--- src/rtl/i2cm_pkg.sv ---
// Shared types for the I2C master byte engine: command kinds, the decoded
// item that crosses the queue, and the result record. No dependencies.
package i2cm_pkg;

    // Command kinds as they arrive on the input channel
    typedef enum logic [2:0] {
        KIND_TICK  = 3'd0,
        KIND_START = 3'd1,
        KIND_WRITE = 3'd2,
        KIND_READ  = 3'd3,
        KIND_STOP  = 3'd4
    } kind_t;

    // Decoded item handed from the front end to the bit engine
    typedef struct packed {
        logic       is_cmd;
        kind_t      cmd;
        logic [7:0] load_byte;
        logic       send_ack;
        logic       scl_sense;
        logic       sda_sense;
    } item_t;

    // One result item
    typedef struct packed {
        logic       scl_pull_low;
        logic       sda_pull_low;
        logic       busy_res;
        logic       done_res;
        logic       ack_missing;
        logic [7:0] read_byte;
        logic       refused;
    } res_t;

    localparam int unsigned ITEM_W = $bits(item_t);

endpackage

--- src/rtl/i2cm_front.sv ---
// Front end of the I2C master byte engine: accepts input items and decodes
// them into queue entries. Depends on i2cm_pkg.
module i2cm_front (
    input  logic                aresetn,
    input  logic                s_valid,
    output logic                s_ready,
    input  logic [2:0]          s_kind,
    input  logic [6:0]          s_address,
    input  logic                s_read_not_write,
    input  logic [7:0]          s_write_byte,
    input  logic                s_send_ack,
    input  logic                s_scl_sense,
    input  logic                s_sda_sense,
    output logic                push_valid,
    input  logic                push_ready,
    output i2cm_pkg::item_t     push_item
);

    logic is_cmd;

    // Flag real commands; kinds above stop count as plain ticks
    always_comb begin
        is_cmd = (s_kind inside {i2cm_pkg::KIND_START, i2cm_pkg::KIND_WRITE,
                                 i2cm_pkg::KIND_READ, i2cm_pkg::KIND_STOP});
    end

    // Build the queue entry, preparing the byte the engine will shift
    always_comb begin
        push_item.is_cmd    = is_cmd;
        push_item.cmd       = is_cmd ? i2cm_pkg::kind_t'(s_kind) : i2cm_pkg::KIND_TICK;
        push_item.send_ack  = s_send_ack;
        push_item.scl_sense = s_scl_sense;
        push_item.sda_sense = s_sda_sense;
        case (push_item.cmd)
            i2cm_pkg::KIND_START: push_item.load_byte = {s_address, s_read_not_write};
            i2cm_pkg::KIND_WRITE: push_item.load_byte = s_write_byte;
            default:              push_item.load_byte = 8'h00;
        endcase
    end

    // Pass the handshake straight to the queue; hold nothing while in reset
    assign push_valid = s_valid & aresetn;
    assign s_ready    = push_ready & aresetn;

endmodule

--- src/rtl/i2cm_queue.sv ---
// Short register queue between the front end and the bit engine.
// Generic over width and depth; no package dependency.
module i2cm_queue #(
    parameter int unsigned WIDTH = 15,
    parameter int unsigned DEPTH = 2
) (
    input  logic             aclk,
    input  logic             aresetn,
    input  logic             push_valid,
    output logic             push_ready,
    input  logic [WIDTH-1:0] push_data,
    output logic             pop_valid,
    input  logic             pop_ready,
    output logic [WIDTH-1:0] pop_data
);

    localparam int unsigned PTR_W = (DEPTH > 1) ? $clog2(DEPTH) : 1;
    localparam int unsigned CNT_W = $clog2(DEPTH + 1);
    localparam logic [PTR_W-1:0] LAST_PTR = PTR_W'(DEPTH - 1);
    localparam logic [CNT_W-1:0] FULL_CNT = CNT_W'(DEPTH);

    logic [WIDTH-1:0] entry_reg [DEPTH];
    logic [PTR_W-1:0] wr_ptr_reg, wr_ptr_next;
    logic [PTR_W-1:0] rd_ptr_reg, rd_ptr_next;
    logic [CNT_W-1:0] count_reg, count_next;
    logic             do_push, do_pop;

    assign push_ready = (count_reg != FULL_CNT);
    assign pop_valid  = (count_reg != '0);
    assign pop_data   = entry_reg[rd_ptr_reg];
    assign do_push    = push_valid & push_ready;
    assign do_pop     = pop_valid & pop_ready;

    // Advance pointers with wrap and track the fill level
    always_comb begin
        wr_ptr_next = wr_ptr_reg;
        rd_ptr_next = rd_ptr_reg;
        count_next  = count_reg;
        if (do_push) begin
            wr_ptr_next = (wr_ptr_reg == LAST_PTR) ? '0 : wr_ptr_reg + PTR_W'(1);
        end
        if (do_pop) begin
            rd_ptr_next = (rd_ptr_reg == LAST_PTR) ? '0 : rd_ptr_reg + PTR_W'(1);
        end
        if (do_push && !do_pop) begin
            count_next = count_reg + CNT_W'(1);
        end else if (do_pop && !do_push) begin
            count_next = count_reg - CNT_W'(1);
        end
    end

    always_ff @(posedge aclk) begin
        if (!aresetn) begin
            wr_ptr_reg <= '0;
            rd_ptr_reg <= '0;
            count_reg  <= '0;
        end else begin
            wr_ptr_reg <= wr_ptr_next;
            rd_ptr_reg <= rd_ptr_next;
            count_reg  <= count_next;
        end
    end

    // Store the entry; storage needs no reset
    always_ff @(posedge aclk) begin
        if (do_push) begin
            entry_reg[wr_ptr_reg] <= push_data;
        end
    end

endmodule

--- src/rtl/i2cm_engine.sv ---
// Back end of the I2C master byte engine: the half-bit state machine and
// the result output register. Depends on i2cm_pkg.
module i2cm_engine (
    input  logic               aclk,
    input  logic               aresetn,
    input  logic               pop_valid,
    output logic               pop_ready,
    input  i2cm_pkg::item_t    pop_item,
    output logic               m_valid,
    input  logic               m_ready,
    output i2cm_pkg::res_t     m_res
);

    typedef enum logic [3:0] {
        PH_IDLE,
        PH_ST_REL,
        PH_ST_WAIT,
        PH_ST_SCL,
        PH_BIT_LOW,
        PH_BIT_HIGH,
        PH_BIT_WAIT,
        PH_SP_HIGH,
        PH_SP_WAIT
    } phase_t;

    phase_t              phase_reg, phase_next;
    i2cm_pkg::kind_t     cmd_reg, cmd_next;
    logic [3:0]          bit_count_reg, bit_count_next;
    logic [7:0]          shift_reg, shift_next;
    logic                ack_choice_reg, ack_choice_next;
    logic                scl_reg, scl_next;
    logic                sda_reg, sda_next;
    logic                out_valid_reg, out_valid_next;
    i2cm_pkg::res_t      out_reg, out_next;
    logic                take;
    logic                bits_left;

    // Take the next item whenever the output slot is free or being drained
    assign pop_ready = !out_valid_reg || m_ready;
    assign take      = pop_valid && pop_ready;
    assign bits_left = !bit_count_reg[3];
    assign m_valid   = out_valid_reg;
    assign m_res     = out_reg;

    // Step the engine by one half-bit tick
    always_comb begin
        phase_next      = phase_reg;
        cmd_next        = cmd_reg;
        bit_count_next  = bit_count_reg;
        shift_next      = shift_reg;
        ack_choice_next = ack_choice_reg;
        scl_next        = scl_reg;
        sda_next        = sda_reg;
        out_next        = out_reg;
        out_valid_next  = out_valid_reg;

        if (take) begin
            out_next.done_res    = 1'b0;
            out_next.ack_missing = 1'b0;
            out_next.read_byte   = 8'h00;
            out_next.refused     = 1'b0;

            if (phase_reg == PH_IDLE) begin
                // Launch a new command
                if (pop_item.is_cmd) begin
                    cmd_next       = pop_item.cmd;
                    bit_count_next = 4'd0;
                    case (pop_item.cmd)
                        i2cm_pkg::KIND_START: begin
                            shift_next = pop_item.load_byte;
                            sda_next   = 1'b0;
                            phase_next = PH_ST_REL;
                        end
                        i2cm_pkg::KIND_WRITE: begin
                            shift_next = pop_item.load_byte;
                            scl_next   = 1'b1;
                            phase_next = PH_BIT_LOW;
                        end
                        i2cm_pkg::KIND_READ: begin
                            shift_next      = 8'h00;
                            ack_choice_next = pop_item.send_ack;
                            scl_next        = 1'b1;
                            sda_next        = 1'b0;
                            phase_next      = PH_BIT_LOW;
                        end
                        i2cm_pkg::KIND_STOP: begin
                            scl_next   = 1'b1;
                            sda_next   = 1'b1;
                            phase_next = PH_SP_HIGH;
                        end
                        default: begin
                            phase_next = PH_IDLE;
                        end
                    endcase
                end
            end else begin
                // Drop any command that arrives mid-transfer
                out_next.refused = pop_item.is_cmd;
                case (phase_reg)
                    PH_ST_REL: begin
                        scl_next   = 1'b0;
                        phase_next = PH_ST_WAIT;
                    end
                    PH_ST_WAIT: begin
                        if (pop_item.scl_sense) begin
                            sda_next   = 1'b1;
                            phase_next = PH_ST_SCL;
                        end
                    end
                    PH_ST_SCL: begin
                        scl_next   = 1'b1;
                        phase_next = PH_BIT_LOW;
                    end
                    PH_BIT_LOW: begin
                        if (cmd_reg == i2cm_pkg::KIND_READ) begin
                            sda_next = bits_left ? 1'b0 : ack_choice_reg;
                        end else begin
                            sda_next = bits_left ? !shift_reg[7] : 1'b0;
                        end
                        phase_next = PH_BIT_HIGH;
                    end
                    PH_BIT_HIGH: begin
                        scl_next   = 1'b0;
                        phase_next = PH_BIT_WAIT;
                    end
                    PH_BIT_WAIT: begin
                        // Hold while the target stretches the clock
                        if (pop_item.scl_sense) begin
                            if (bits_left) begin
                                if (cmd_reg == i2cm_pkg::KIND_READ) begin
                                    shift_next = {shift_reg[6:0], pop_item.sda_sense};
                                end else begin
                                    shift_next = {shift_reg[6:0], 1'b0};
                                end
                                bit_count_next = bit_count_reg + 4'd1;
                                scl_next       = 1'b1;
                                phase_next     = PH_BIT_LOW;
                            end else begin
                                out_next.done_res = 1'b1;
                                phase_next        = PH_IDLE;
                                sda_next          = 1'b0;
                                if (cmd_reg == i2cm_pkg::KIND_READ) begin
                                    scl_next           = 1'b1;
                                    out_next.read_byte = shift_reg;
                                end else if (pop_item.sda_sense) begin
                                    out_next.ack_missing = 1'b1;
                                end else begin
                                    scl_next = 1'b1;
                                end
                            end
                        end
                    end
                    PH_SP_HIGH: begin
                        scl_next   = 1'b0;
                        phase_next = PH_SP_WAIT;
                    end
                    PH_SP_WAIT: begin
                        if (pop_item.scl_sense) begin
                            sda_next          = 1'b0;
                            out_next.done_res = 1'b1;
                            phase_next        = PH_IDLE;
                        end
                    end
                    default: begin
                        phase_next = PH_IDLE;
                    end
                endcase
            end

            out_next.scl_pull_low = scl_next;
            out_next.sda_pull_low = sda_next;
            out_next.busy_res     = (phase_next != PH_IDLE);
            out_valid_next        = 1'b1;
        end else if (m_ready) begin
            out_valid_next = 1'b0;
        end
    end

    // Hold engine state and the registered result
    always_ff @(posedge aclk) begin
        if (!aresetn) begin
            phase_reg      <= PH_IDLE;
            cmd_reg        <= i2cm_pkg::KIND_TICK;
            bit_count_reg  <= 4'd0;
            shift_reg      <= 8'h00;
            ack_choice_reg <= 1'b0;
            scl_reg        <= 1'b0;
            sda_reg        <= 1'b0;
            out_valid_reg  <= 1'b0;
            out_reg        <= '0;
        end else begin
            phase_reg      <= phase_next;
            cmd_reg        <= cmd_next;
            bit_count_reg  <= bit_count_next;
            shift_reg      <= shift_next;
            ack_choice_reg <= ack_choice_next;
            scl_reg        <= scl_next;
            sda_reg        <= sda_next;
            out_valid_reg  <= out_valid_next;
            out_reg        <= out_next;
        end
    end

endmodule

--- src/rtl/i2c_master_byte_engine_top.sv ---
// I2C master byte engine, one half-bit tick per item, one result per item.
// Each accepted item waits in the queue until the engine takes it and registers its
// result. Throughput: one item per cycle while m_ready drains the output slot, set
// by the state update of the bit engine.
// Reset: synchronous active-low aresetn empties the queue and output slot,
// returns the engine to idle and releases both lines.
module i2c_master_byte_engine_top #(
    parameter int unsigned QUEUE_DEPTH = 2
) (
    input  logic       aclk,
    input  logic       aresetn,
    input  logic       s_valid,
    output logic       s_ready,
    input  logic [2:0] s_kind,
    input  logic [6:0] s_address,
    input  logic       s_read_not_write,
    input  logic [7:0] s_write_byte,
    input  logic       s_send_ack,
    input  logic       s_scl_sense,
    input  logic       s_sda_sense,
    output logic       m_valid,
    input  logic       m_ready,
    output logic       m_scl_pull_low,
    output logic       m_sda_pull_low,
    output logic       m_busy_res,
    output logic       m_done_res,
    output logic       m_ack_missing,
    output logic [7:0] m_read_byte,
    output logic       m_refused
);

    logic                        push_valid, push_ready;
    i2cm_pkg::item_t             push_item;
    logic                        pop_valid, pop_ready;
    logic [i2cm_pkg::ITEM_W-1:0] pop_data;
    i2cm_pkg::item_t             pop_item;
    i2cm_pkg::res_t              res;

    // Accept and decode
    i2cm_front u_front (
        .aresetn          (aresetn),
        .s_valid          (s_valid),
        .s_ready          (s_ready),
        .s_kind           (s_kind),
        .s_address        (s_address),
        .s_read_not_write (s_read_not_write),
        .s_write_byte     (s_write_byte),
        .s_send_ack       (s_send_ack),
        .s_scl_sense      (s_scl_sense),
        .s_sda_sense      (s_sda_sense),
        .push_valid       (push_valid),
        .push_ready       (push_ready),
        .push_item        (push_item)
    );

    // Decouple front and engine
    i2cm_queue #(
        .WIDTH (i2cm_pkg::ITEM_W),
        .DEPTH (QUEUE_DEPTH)
    ) u_queue (
        .aclk       (aclk),
        .aresetn    (aresetn),
        .push_valid (push_valid),
        .push_ready (push_ready),
        .push_data  (push_item),
        .pop_valid  (pop_valid),
        .pop_ready  (pop_ready),
        .pop_data   (pop_data)
    );

    assign pop_item = i2cm_pkg::item_t'(pop_data);

    // Run the bus sequences
    i2cm_engine u_engine (
        .aclk      (aclk),
        .aresetn   (aresetn),
        .pop_valid (pop_valid),
        .pop_ready (pop_ready),
        .pop_item  (pop_item),
        .m_valid   (m_valid),
        .m_ready   (m_ready),
        .m_res     (res)
    );

    assign m_scl_pull_low = res.scl_pull_low;
    assign m_sda_pull_low = res.sda_pull_low;
    assign m_busy_res     = res.busy_res;
    assign m_done_res     = res.done_res;
    assign m_ack_missing  = res.ack_missing;
    assign m_read_byte    = res.read_byte;
    assign m_refused      = res.refused;

endmodule

--- config.mk ---
export PLATFORM = sky130hd
export DESIGN_NAME = i2c_master_byte_engine_top
export DESIGN_NICKNAME = d
export VERILOG_FILES = /design/src/rtl/i2cm_pkg.sv /design/src/rtl/i2cm_front.sv /design/src/rtl/i2cm_queue.sv /design/src/rtl/i2cm_engine.sv /design/src/rtl/i2c_master_byte_engine_top.sv
export SDC_FILE = /design/constraint.sdc
export NUM_CORES = 1
export LEC_CHECK = 0
export BUFFER_PORTS_ARGS = -buffer_cell sky130_fd_sc_hd__buf_2
export CAP_MARGIN = 20
export CORE_UTILIZATION = 55
export DETAILED_ROUTE_END_ITERATION = 6
export MAX_ROUTING_LAYER = met4
export PLACE_DENSITY = 0.76
export SLEW_MARGIN = 5
export SYNTH_ARGS = -nofsm -noshare
export SYNTH_HDL_FRONTEND = slang
export SYNTH_SLANG_ARGS = --single-unit
--- constraint.sdc ---
create_clock -name aclk -period 2.46 [get_ports aclk]
set_clock_uncertainty 0.15 [all_clocks]
set_input_delay 0.369 -clock aclk [delete_from_list [all_inputs] [get_ports aclk]]
set_output_delay 0.369 -clock aclk [all_outputs]
set_load 0.01 [all_outputs]
-- Word-level counts from Yosys, hierarchy flattened
Memories as Yosys holds them, arrays and structs flattened. A register that Yosys moved wholly into a read port is not among the register bits.
Index checks and enable logic that the tools add are counted.
W data, S select, Z words.
- memories kept: 1
- input port bits: 26
- bits in registers: 39
- RAM bits: 30
- logic and storage cells: 148
- bitwise gates (word level): 4
- add/subtract/negate cells: 5
- mux-type cells: 61
- reductions and logical operators: 30
- eq/ne operators: 30
- memories (memory ; words ; bits a word ; read ports ; clocked after memory_dff ; wr ports ; RTL line ; RTL):
    u_queue.entry_reg ; 2 ; 15 ; 1 ; 1 ; 1 ; i2cm_queue.sv:22 ; logic [WIDTH-1:0] entry_reg [DEPTH];
- operators by type and width (kind ; count):
    $mux W8 ; 6
    $mux W4 ; 11
    $pmux W4 S8 ; 1
    $pmux W8 S2 ; 2
    $mux W1 ; 28
    $mux W10 ; 2
    $eq A3 B2 Y1 const B ; 6
    $eq A4 B3 Y1 const B ; 4
    $reduce_and A6 Y1 ; 2
    $reduce_bool A4 Y1 ; 3
    $mux W11 ; 1
    $reduce_bool A2 Y1 ; 5
    $eq A3 B1 Y1 const B ; 3
    $mux W9 ; 1
    $ne A3 B2 Y1 const B ; 3
    $pmux W3 S3 ; 1
    $eq A4 B2 Y1 const B ; 2
    $reduce_and A4 Y1 ; 2
    $reduce_and A8 Y1 ; 1
    $eq A3 B3 Y1 const B ; 2
    $mux W3 ; 2
    $ne A2 B2 Y1 const B ; 3
    $ne A3 B3 Y1 const B ; 2
    $reduce_or A2 Y1 ; 3
    other kinds (22) ; 34

-- Depth between registers and ports, before layout
Gate-level depths: netlist of the first run.
- word-level depth: 7
- gate-level depth with buffers: 9

-- Cells and area by module
A second synthesis of the first run with hierarchy kept.
- cell total of the unflattened synthesis: 354
- area, all modules: 3557.2 µm²
- modules (own cells, without submodules) (module ; area an instance (µm²) ; instances ; cells an instance):
    i2cm_engine ; 1973.1 ; 1 ; 245
    i2cm_queue ; 1322.5 ; 1 ; 71
    i2cm_front ; 261.5 ; 1 ; 38

-- Least setup slack after synthesis of the first run
OpenSTA, ideal clock, no wires.
- kind: input -> register
- start point: in aresetn
- end point: mem u_queue.entry_reg[0][0] (enable)
- library setup time: 0.386 ns
- stages on the path: 5
- arrival: 1.918 ns
- data required time: 1.924 ns
- path slack: 0.006 ns
- buffers on the path: 1
- cells stage by stage: clkbuf_1 clkinv_1 a21oi_1 nand2_1 nor2_1
- word-level cells in the longest chain between the ends: 4
- ends and longest elaborated chain (element ; RTL line ; RTL):
    start: declaration ; i2c_master_byte_engine_top.sv:11 ; input logic aresetn,
    $and A1 B1 Y1 ; i2cm_front.sv:42 ; assign push_valid = s_valid & aresetn;
    $and A1 B1 Y1 ; i2cm_queue.sv:31 ; assign do_push = push_valid & push_ready;
    $mux W1 ; i2cm_queue.sv:66 ; if (do_push) begin
    $mux W1 (implied by the code) ; i2cm_queue.sv:67 ; entry_reg[wr_ptr_reg] <= push_data;
    end: declaration ; i2cm_queue.sv:22 ;
No other way between the ends.

-- Worst setup path after layout of the first run
- start point: reg u_engine.phase_reg[0]
- end point: reg u_engine.shift_reg[7]
- word-level cells in the longest chain between the ends: 3
- elaborated cells on any way between the ends: 9
- classes of those cells: eq/ne: 4; mux: 1; reduce/logical: 4
- ends and longest elaborated chain (element ; RTL line ; RTL):
    start: declaration ; i2cm_engine.sv:26 ; phase_t phase_reg, phase_next;
    start signal: assignment ; i2cm_engine.sv:192 ; phase_reg <= phase_next;
    $logic_not A4 Y1 or $eq A4 B3 Y1 (tied branches) ; i2cm_engine.sv:63, i2cm_engine.sv:99 ;
    $ne A3 B3 Y1 (no line), or another cell as far along ; -- ;
    $reduce_and A6 Y1 (no line) ; -- ;
    end signal: assignment ; i2cm_engine.sv:195 ; shift_reg <= shift_next;
    end: declaration ; i2cm_engine.sv:29 ; logic [7:0] shift_reg, shift_next;
Parallel ways exist; a longest one is shown, timed or not.
A chain may end at the register's enable or synchronous reset.

==> run metrics, run 1 <==
Syn Nets ~350; path type of the worst min-delay path input port to flop; Final Hold Fails 0; CTS tree yes; Max Slew Vio Count 0; non-filler instance count after layout 450; nets@finish between 400 and 500; WP data required ~2500 ps; crit path DAT roughly 2300 ps; Vias around 2700; setup ws final around 210 ps; CP Buf/Inv Count 0; starting density of the core 0.5848; Least-Margin Pin Slew approximately 730 ps; Worst Hold Depth 1; Clock Sinks 70; leakage around 1.5 nW; Yosys Warn Count 0; Filler Cell Count 435; sequential-to-total area share from yosys stat 0.5157; largest net degree at the start of global routing 36; Ports 42; Post-synth EDFFs 30; number of CTS-inserted buffers 9; Tcrit/Tclk final 0.9156; unrepaired setup endpoints after global routing no; Worst slew margin 0.5074; Core Util, Final 0.6833; crit path cell chain or4_1 > nor4b_4 > o2111ai_4 > a211oi_1 > nor3_1; FMAX approximately 0.44 GHz; GR Util All Layers 0.2529; grt total ovfl 0; Worst setup EP type flop; synth top area cells edfxtp_1 27%, dfxtp_1 24%, nor2_1 5.2%; CTS Buffer Depth 2; max FFs per register 30; vias per cell approximately 5.9; WL/cell about 16 um; vias in the first global route 2492; 1st-iter DRT viols just under 300; Synth async-reset ratio 0; Syn Inst Count between 300 and 400; # resized after CTS 0; FF+latch count, synth 70; worst slack at placement 140.2 ps; post-synthesis cell area 3299 sq um; CTS root buf clkbuf_8; max incr delay on CP 620 ps; CTS HTree Levels 3; port bufs 41; first-pass GRT wire length between 10000 and 15000 um; Power, Total around 4.2 mW; post-synth top area share 0.2730; initial antenna violation count 0; DRC viols 0; Period minus WS final ~2300 ps; clock-pin slew on the worst setup and hold paths roughly 70 ps; Crit. path cell count 5; setup repair bufs after CTS 0; worst vdd ir ~0.59 mV; max cap viols 0; row count 27; Distinct cells, synth 55; Worst R2R Path Depth 5; commonest non-fill, non-tap cell in the layout nor2_1; commonest non-fill, non-tap cells in the layout 46 x nor2_1, 41 x buf_2, 40 x dfxtp_1, 30 x edfxtp_1; Die Ht 79.45 um; drt first pass iters 5; Die X 79.45 um; P per Cell Area 1093 nW/um^2; DP HPWL between 4000 and 5000 um; layout cells sized above 1 0.2407; area of the core approximately 5600 sq um; P&R area growth vs syn 16.84%; hold_buf cts 0; Inst Count DP around 440; run status finished, final reports clean; Setup TNS 0 ps; worst setup path class flop to flop; Worst-Skew Late Latency 340 ps; area of the die roughly 6300 sq um; CP Launch Type flop; Routed WL just over 7000 um; final setup fails 0; Most used DFF post-synth dfxtp_1; worst reg-to-reg setup slack about 210 ps; post-synth top area cell edfxtp_1; delay-heaviest family, CP simple AND/OR/NAND/NOR gates; final antenna-violating net count 0; slowest CP cell or4_1; worst-path fanout max 16; Syn Area/Cell approximately 10 sq um; ANT cells 0; gpl congestion 0.9657
==> final timing paths <==
check,from,endpoint
max,u_engine.phase_reg[0]$_SDFFE_PN0P_,u_engine.shift_reg[7]$_SDFFE_PN0P_
min,s_sda_sense,u_queue.entry_reg[0][0]$_DFFE_PP_
max reg2reg,u_engine.phase_reg[0]$_SDFFE_PN0P_,u_engine.shift_reg[7]$_SDFFE_PN0P_
min reg2reg,u_engine.sda_reg$_SDFFE_PN0P_,u_engine.sda_reg$_SDFFE_PN0P_
==> synthesized netlist by cell type (3+ instances only) <==
cell and number:
xnor2_1 3, nor3b_1 3, nor4_1 5, nand2_1 9
a22oi_1 18, mux2i_1 16, nor3_1 21, edfxtp_1 30
o21ai_0 9, dfxtp_1 40, o211ai_1 3, clkbuf_1 16
nor2b_1 13, inv_1 6, a32oi_1 3, nor2_1 46
a211oi_2 6, nand4_1 3, a211oi_1 5, nand3_1 4
a21oi_1 13, xor2_1 4
==> report_power, final <==
part / switching [mW] / internal (mW)
Sequential: 0.138 / 1.40
Combinational: 1.07 / 0.716
Clock: 0.395 / 0.490
Total: 1.61 / 2.61
==> per-layer routing <==
metal	GRT usage	wire length, um
met1	0.3131	3196
met2	0.3872	3307
met3	0.07543	445
met4	0.1018	97
met5	-	0
==> final cells by class <==
class	count	area [sq um]	share of cell area
flip-flops and latches	70	1702	0.4414
multi-input cells	223	1486	0.3856
repair buffers	62	362.8	0.09413
clock buffers	13	148.9	0.03862
well taps	72	90.09	0.02337
clock inverters	2	35.03	0.009088
inverters	8	30.03	0.007790
==> per-stage QoR <==
step	hold WS, ps	cell area (sq um)
3_5_place_dp	309.8	3652
5_1_grt	46.84	3855
4_1_cts	50.58	3836
3_3_place_gp	298.2	3652
2_1_floorplan	307.2	3299
6_report	65.75	3855
==> logic make-up (layout without fill, tap and decap cells) <==
family	after synthesis	after routing	synth area share
simple gates	123	123	0.1980
compound gates	73	73	0.1653
flops	70	70	0.5157
buf+inv	30	85	0.03944
mux	18	18	0.05536
xor+xnor	7	7	0.01858
fa+ha+maj	2	2	0.007583
No activity file was read; power rests on OpenSTA's default activity.
==> run 2, diff against run 1 <==
--- a/config.mk
+++ b/config.mk
@@ -10,7 +10,7 @@
 export CORE_UTILIZATION = 55
 export DETAILED_ROUTE_END_ITERATION = 6
 export MAX_ROUTING_LAYER = met4
-export PLACE_DENSITY = 0.76
+export PLACE_DENSITY = 0.75
 export SLEW_MARGIN = 5
 export SYNTH_ARGS = -nofsm -noshare
 export SYNTH_HDL_FRONTEND = slang
==> run 2 against run 1 <==
  * Worst setup slack improved by 35 ps
  * Critical endpoint is now u_engine.bit_count_reg[0]$_SDFFE_PN0P_
  * First-iteration DRC count increased by 18%
  * Largest cell class unchanged
  * Hold slack improved by 2.9 ps
  * Combinational power decreased by 3%
  * Global-route usage decreased by 0.84 points
  * Largest power group unchanged
  * Register-to-register slack improved by 40 ps
  * Sequential power about the same
  * Utilization decreased by 0.20 points
  * Routed wire length decreased by 2.8%
  * Highest routed layer unchanged
  * Clock power increased by 14%
==> run metrics, run 2 (synthesis gave the netlist of run 1 again) <==
nets@finish between 300 and 400; HP Start s_sda_sense; DP HPWL around 4800 um; Worst slew margin 0.5528; Worst-Skew Late Latency between 300 and 400 ps; WL/cell roughly 15 um; CTS tree yes; Multi-input gate area 1468 sq um; slowest CP cell or4_1; Max Slew Vio Count 0; most frequent CP cell nor2_1; Tcrit/Tclk final 0.9013; drt first pass iters 4; cell-internal power approximately 2.7 mW; NetSw ~1.6 mW; commonest non-fill, non-tap cells in the layout 46 x nor2_1, 41 x buf_2, 40 x dfxtp_1, 30 x edfxtp_1, 21 x nor3_1; Period minus WS final 2217 ps; Setup TNS 0 ps; setup repair bufs after CTS 0; vias per cell a little under 6; CTS root buf clkbuf_8; leakage 1.455 nW; GR Util All Layers 0.2445; DRC viols 0; Vias approximately 2600; Routed WL 6851 um; clock-pin slew on the worst setup and hold paths around 80 ps; max FFs per register 30; gpl congestion around 0.85; Register Area between 1500 and 2000 sq um; delay-heaviest family, CP simple AND/OR/NAND/NOR gates; grt total ovfl 0; Clk pwr share 0.235; CP Buf/Inv Count 1; largest net degree at the start of global routing 36; Comb power frac 0.405; Flop pwr share 0.360; port bufs 41; P&R area growth vs syn 16.50%; Die Ht between 70 and 80 um; number of CTS-inserted buffers 9; worst vdd ir 0.5778 mV; max cap viols 0; grt peak-use layer met2; max incr delay on CP 630 ps; crit path DAT 2290 ps; Least-Margin Pin Slew 665.3 ps; met3 Use GR 0.04229; first-pass GRT wire length roughly 11000 um; layout cells sized above 1 0.2420; CTS Buffer Depth 2; reg2reg start u_engine.phase_reg[0]$_SDFFE_PN0P_; worst reg-to-reg setup slack 240 ps; P per Cell Area ~1100 nW/um^2; crit path cell chain or4_1 > buf_4 > nor2_1 > o21ai_0 > a21oi_1 > nor2_1; Hold WS between 60 and 70 ps; Filler Cell Count 447; unrepaired setup endpoints after global routing no; Hold EP u_queue.entry_reg[1][0]$_DFFE_PP_; CP Launch Type flop; run status finished, final reports clean; worst-path fanout max 18; Ports 42; final antenna-violating net count 0; Worst setup EP type flop; path type of the worst min-delay path input port to flop; initial antenna violation count 0; FMAX between 0.4 and 0.5 GHz; met2 usage 0.3761; CTS HTree Levels 3; # resized after CTS 0; RR Endpoint u_engine.bit_count_reg[0]$_SDFFE_PN0P_; hold_buf cts 0; Worst Hold Depth 1; Worst R2R Path Depth 6; Die X 79.45 um; vias in the first global route between 2000 and 2500; 1st-iter DRT viols ~350; Clock Sinks 70; starting density of the core 0.5848; area of the core approximately 5600 sq um; Final Hold Fails 0; routing usage on met1 0.3186; WP data required 2530 ps; area of the die ~6300 sq um; Sw Ratio 0.3763; final setup fails 0; worst setup path class flop to flop; ANT cells 0; row count 27; Power, Total between 4 and 5 mW; commonest non-fill, non-tap cell in the layout nor2_1
-- run 2: cell types whose count changed in the layout (fill, tap and decap cells not counted) --
| cell | previous run | this run |
|---|---|---|
| buf_4 | 21 | 18 |
| o2111ai_4 | 1 | 0 |
| clkinv_4 | 0 | 1 |
| bufinv_16 | 1 | 2 |
| clkbuf_8 | 10 | 9 |
| clkbuf_1 | 3 | 1 |
| a21oi_4 | 1 | 0 |
| a21oi_2 | 0 | 1 |
| clkinvlp_4 | 0 | 1 |
| o2111ai_2 | 0 | 1 |
| clkinv_2 | 1 | 2 |
-- run 2: per-stage QoR --
| step | setup WS, ps | instance area [sq um] | util | std cells |
|---|---|---|---|---|
| detailed placement | 267.5 | 3630 | 0.6434 | 432 |
| CTS | 247.2 | 3844 | 0.6813 | 448 |
| floorplan | 5.531 | 3299 | - | 323 |
| global route | 53.86 | 3844 | 0.6813 | 448 |
| global placement | 277.2 | 3630 | 0.6434 | 432 |
| finish | 242.8 | 3844 | 0.6813 | 448 |
-- run 2: layout make-up --
class / instances / share of cell area
sequential: 70 / 0.4427
multi-input combinational: 223 / 0.3818
timing repair buffer: 59 / 0.08854
clock buffer: 10 / 0.03320
tap: 72 / 0.02344
clock inverter: 6 / 0.02246
inverter: 8 / 0.007812
-- run 2: worst max path at each step --
stage / from / cells after the start / end
after floorplan: aresetn / 5 / u_queue.entry_reg[0][0]$_DFFE_PP_
after global placement: u_engine.phase_reg[0]$_SDFFE_PN0P_ / 6 / u_engine.shift_reg[7]$_SDFFE_PN0P_
after detailed placement: m_ready / 7 / u_engine.m_res[7]$_SDFFE_PN0P_
after CTS: u_engine.phase_reg[0]$_SDFFE_PN0P_ / 6 / u_engine.bit_count_reg[0]$_SDFFE_PN0P_
after global routing: flop / 6 / u_engine.shift_reg[0]$_SDFFE_PN0P_
final: u_engine.phase_reg[0]$_SDFFE_PN0P_ / 6 / u_engine.bit_count_reg[0]$_SDFFE_PN0P_
-- run 2: power by group through the flow --
stage	Combinational [mW]	Sequential [mW]	Clock [mW]
5_1_grt	1.91	1.56	1.07
3_5_place_dp	1.71	1.56	0
6_report	1.73	1.54	1.01
4_1_cts	1.72	1.54	1.02
2_1_floorplan	1.28	1.54	0
3_3_place_gp	1.69	1.55	0
-- run 2: metal layers --
metal	vias to the layer above	routed length, um
li1	1295	-
met3	11	425
met1	1243	3131
met5	-	0
met4	0	87
met2	99	3207
==> run 3, diff against run 2 <==
--- a/config.mk
+++ b/config.mk
@@ -7,7 +7,7 @@
 export LEC_CHECK = 0
 export BUFFER_PORTS_ARGS = -buffer_cell sky130_fd_sc_hd__buf_2
 export CAP_MARGIN = 20
-export CORE_UTILIZATION = 55
+export CORE_UTILIZATION = 52
 export DETAILED_ROUTE_END_ITERATION = 6
 export MAX_ROUTING_LAYER = met4
 export PLACE_DENSITY = 0.75
==> constraint.sdc (replaced) <==
create_clock -name aclk -period 1.8 [get_ports aclk]
set_clock_uncertainty 0.15 [all_clocks]
set_input_delay 0.27 -clock aclk [delete_from_list [all_inputs] [get_ports aclk]]
set_output_delay 0.27 -clock aclk [all_outputs]
set_load 0.01 [all_outputs]
==> run 3 against run 2 <==
  * The run now ends with negative setup slack left
  * Global-route usage increased by 2.3 points
  * Clock power increased by 6%
  * Via count increased by 8.4%
  * Power increased by 53%
  * Routed wire length increased by 21%
  * Die area increased by 5.6%
  * Count of clock-buffer cells in the layout increased by 2
  * Worst setup slack got worse by 480 ps
  * Sequential power increased by 38%
  * Critical path depth unchanged
  * Cell area increased by 15%
  * Combinational power increased by 92%
  * Critical path type unchanged
  * Largest power group unchanged
==> run metrics, run 3 (synthesis gave the netlist of run 1 again) <==
run status finished, violations left; failing checks negative setup slack; final antenna-violating net count 0; CTS HTree Levels 3; Worst-Skew Late Latency between 300 and 400 ps; ANT cells 0; Die X about 82 um; GR Util All Layers 0.2679; vias in the first global route between 2000 and 3000; Tcrit/Tclk final 1.131; Routed WL just over 8000 um; Period minus WS final between 2000 and 2500 ps; row count 28; crit path DAT about 2200 ps; P&R area growth vs syn 33.86%; clock-pin slew on the worst setup and hold paths 70 ps; Die Ht a little over 80 um; drt first pass iters 5; Filler Cell Count approximately 430; gpl congestion 0.9942; nets@finish 438; 1st-iter DRT viols about 250; commonest non-fill, non-tap cells in the layout 43 x buf_4, 42 x nor2_1, 41 x buf_2, 36 x dfxtp_1, 30 x edfxtp_1; number of CTS-inserted buffers 9; P per Cell Area around 1500 nW/um^2; area of the die 6668 sq um; worst-path fanout max 16; WP data required roughly 1900 ps; HP Start m_ready; max FFs per register 30; Inst Count DP about 460; Power, Total between 6 and 7 mW; Max Slew Vio Count 0; CP Buf/Inv Count 1; Least-Margin Pin Slew just over 500 ps; crit path cell chain or4_4 > nor4b_4 > o2111ai_2 > buf_12 > nor2b_2 > nor3_2; path type of the worst min-delay path input port to flop; unrepaired setup endpoints after global routing yes; CTS Buffer Depth 2; commonest non-fill, non-tap cell in the layout buf_4; RR Endpoint u_engine.shift_reg[5]$_SDFFE_PN0P_; delay-heaviest family, CP simple AND/OR/NAND/NOR gates; CTS tree yes; max incr delay on CP 570 ps; Worst Hold Depth 4; Final Hold Fails 0; largest net degree at the start of global routing 36; Worst slew margin 0.6642; FMAX about 0.49 GHz; DRC viols 0; worst vdd ir about 1 mV; Ports 42; worst reg-to-reg setup slack -240 ps; vias per cell 5.857; first-pass GRT wire length 12720 um; max cap viols 0; CP Launch Type flop; worst setup path class flop to flop; setup ws final -235.4 ps; grt total ovfl 0; final setup fails 15; leakage 1.695 nW; non-filler instance count after layout slightly below 500; initial antenna violation count 0; Hold EP u_engine.m_valid$_SDFFE_PN0P_; Hold WS around 140 ps; starting density of the core 0.5475; Worst R2R Path Depth 6; Clock Sinks 70; layout cells sized above 1 0.3928; CTS root buf clkbuf_8; port bufs 41; Vias between 2000 and 3000; slowest CP cell or4_4; Worst setup EP type flop; reg2reg start u_engine.phase_reg[1]$_SDFFE_PN0P_; WL/cell 16.94 um; DP HPWL approximately 5400 um; area of the core 6026 sq um
-- run 3: how the worst max path moves through the flow --
stage                                        from                                endpoint  slack (ps)  cells after the start
2_1_floorplan  u_engine.phase_reg[0]$_SDFFE_PN0P_      u_engine.shift_reg[5]$_SDFFE_PN0P_        -260                      7
3_3_place_gp                                 flop      u_engine.shift_reg[5]$_SDFFE_PN0P_        -270                      6
3_5_place_dp   u_engine.phase_reg[0]$_SDFFE_PN0P_    u_engine.ack_choice_reg$_SDFFE_PN0P_        -320                      7
4_1_cts        u_engine.phase_reg[1]$_SDFFE_PN0P_  u_engine.bit_count_reg[1]$_SDFFE_PN0P_        -210                      7
5_1_grt        u_engine.phase_reg[1]$_SDFFE_PN0P_  u_engine.bit_count_reg[1]$_SDFFE_PN0P_        -300                      7
6_report       u_engine.phase_reg[1]$_SDFFE_PN0P_      u_engine.shift_reg[5]$_SDFFE_PN0P_        -240                      6
-- run 3: layout make-up --
cell class	instances	area, sq um	area share
clock inverter	4	25.02	0.005666
sequential	70	1709	0.3870
clock buffer	12	135.1	0.03059
timing repair buffer	97	696.9	0.1578
inverter	8	37.54	0.008499
tap	75	93.84	0.02125
multi-input combinational	224	1719	0.3892
-- run 3: metrics by stage --
step / cell area (sq um) / setup WS (ps) / setup TNS [ps] / utilization
final: 4417 / -235.4 / -2329 / 0.7330
after global routing: 4417 / -302.0 / -3462 / 0.7330
after CTS: 4188 / -210.6 / -2156 / 0.6950
after detailed placement: 3924 / -321.7 / -5895 / 0.6512
after global placement: 3924 / -265.6 / -4775 / 0.6512
after floorplan: 3413 / -261.9 / -2127 / -
-- run 3: report_power, final --
| group | internal (mW) | leakage [nW] | switching, mW | total, mW |
|---|---|---|---|---|
| registers | 1.93 | 0.607 | 0.194 | 2.12 |
| logic | 1.52 | 1.01 | 1.81 | 3.33 |
| clock network | 0.497 | 0.0764 | 0.577 | 1.07 |
| total | 3.95 | 1.70 | 2.58 | 6.52 |
-- run 3: repair_timing --
action,4_1_cts,5_1_grt
cloned,1,0
pin swaps,3,6
hold buffers,3,0
gates resized for setup,13,32
endpoints found under the hold margin,6,0
endpoints found under the setup margin,30,32
setup buffers,1,12
-- run 3: worst reg2reg max path, cell delays in order, from the launching register on --
cell and delay, ps:
dfxtp_1 310, or4_4 570, nor4b_4 250, o2111ai_2 180, buf_12 200, nor2b_2 150
nor3_2 150
-- run 3: metal layers --
layer | part of all wire | GRT usage | vias up
met2 | 0.50 | 0.4325 | 107
li1 | - | - | 1383
met1 | 0.44 | 0.3227 | 1363
met3 | 0.051 | 0.05222 | 17
met4 | 0.015 | 0.1263 | 0
met5 | 0 | - | -
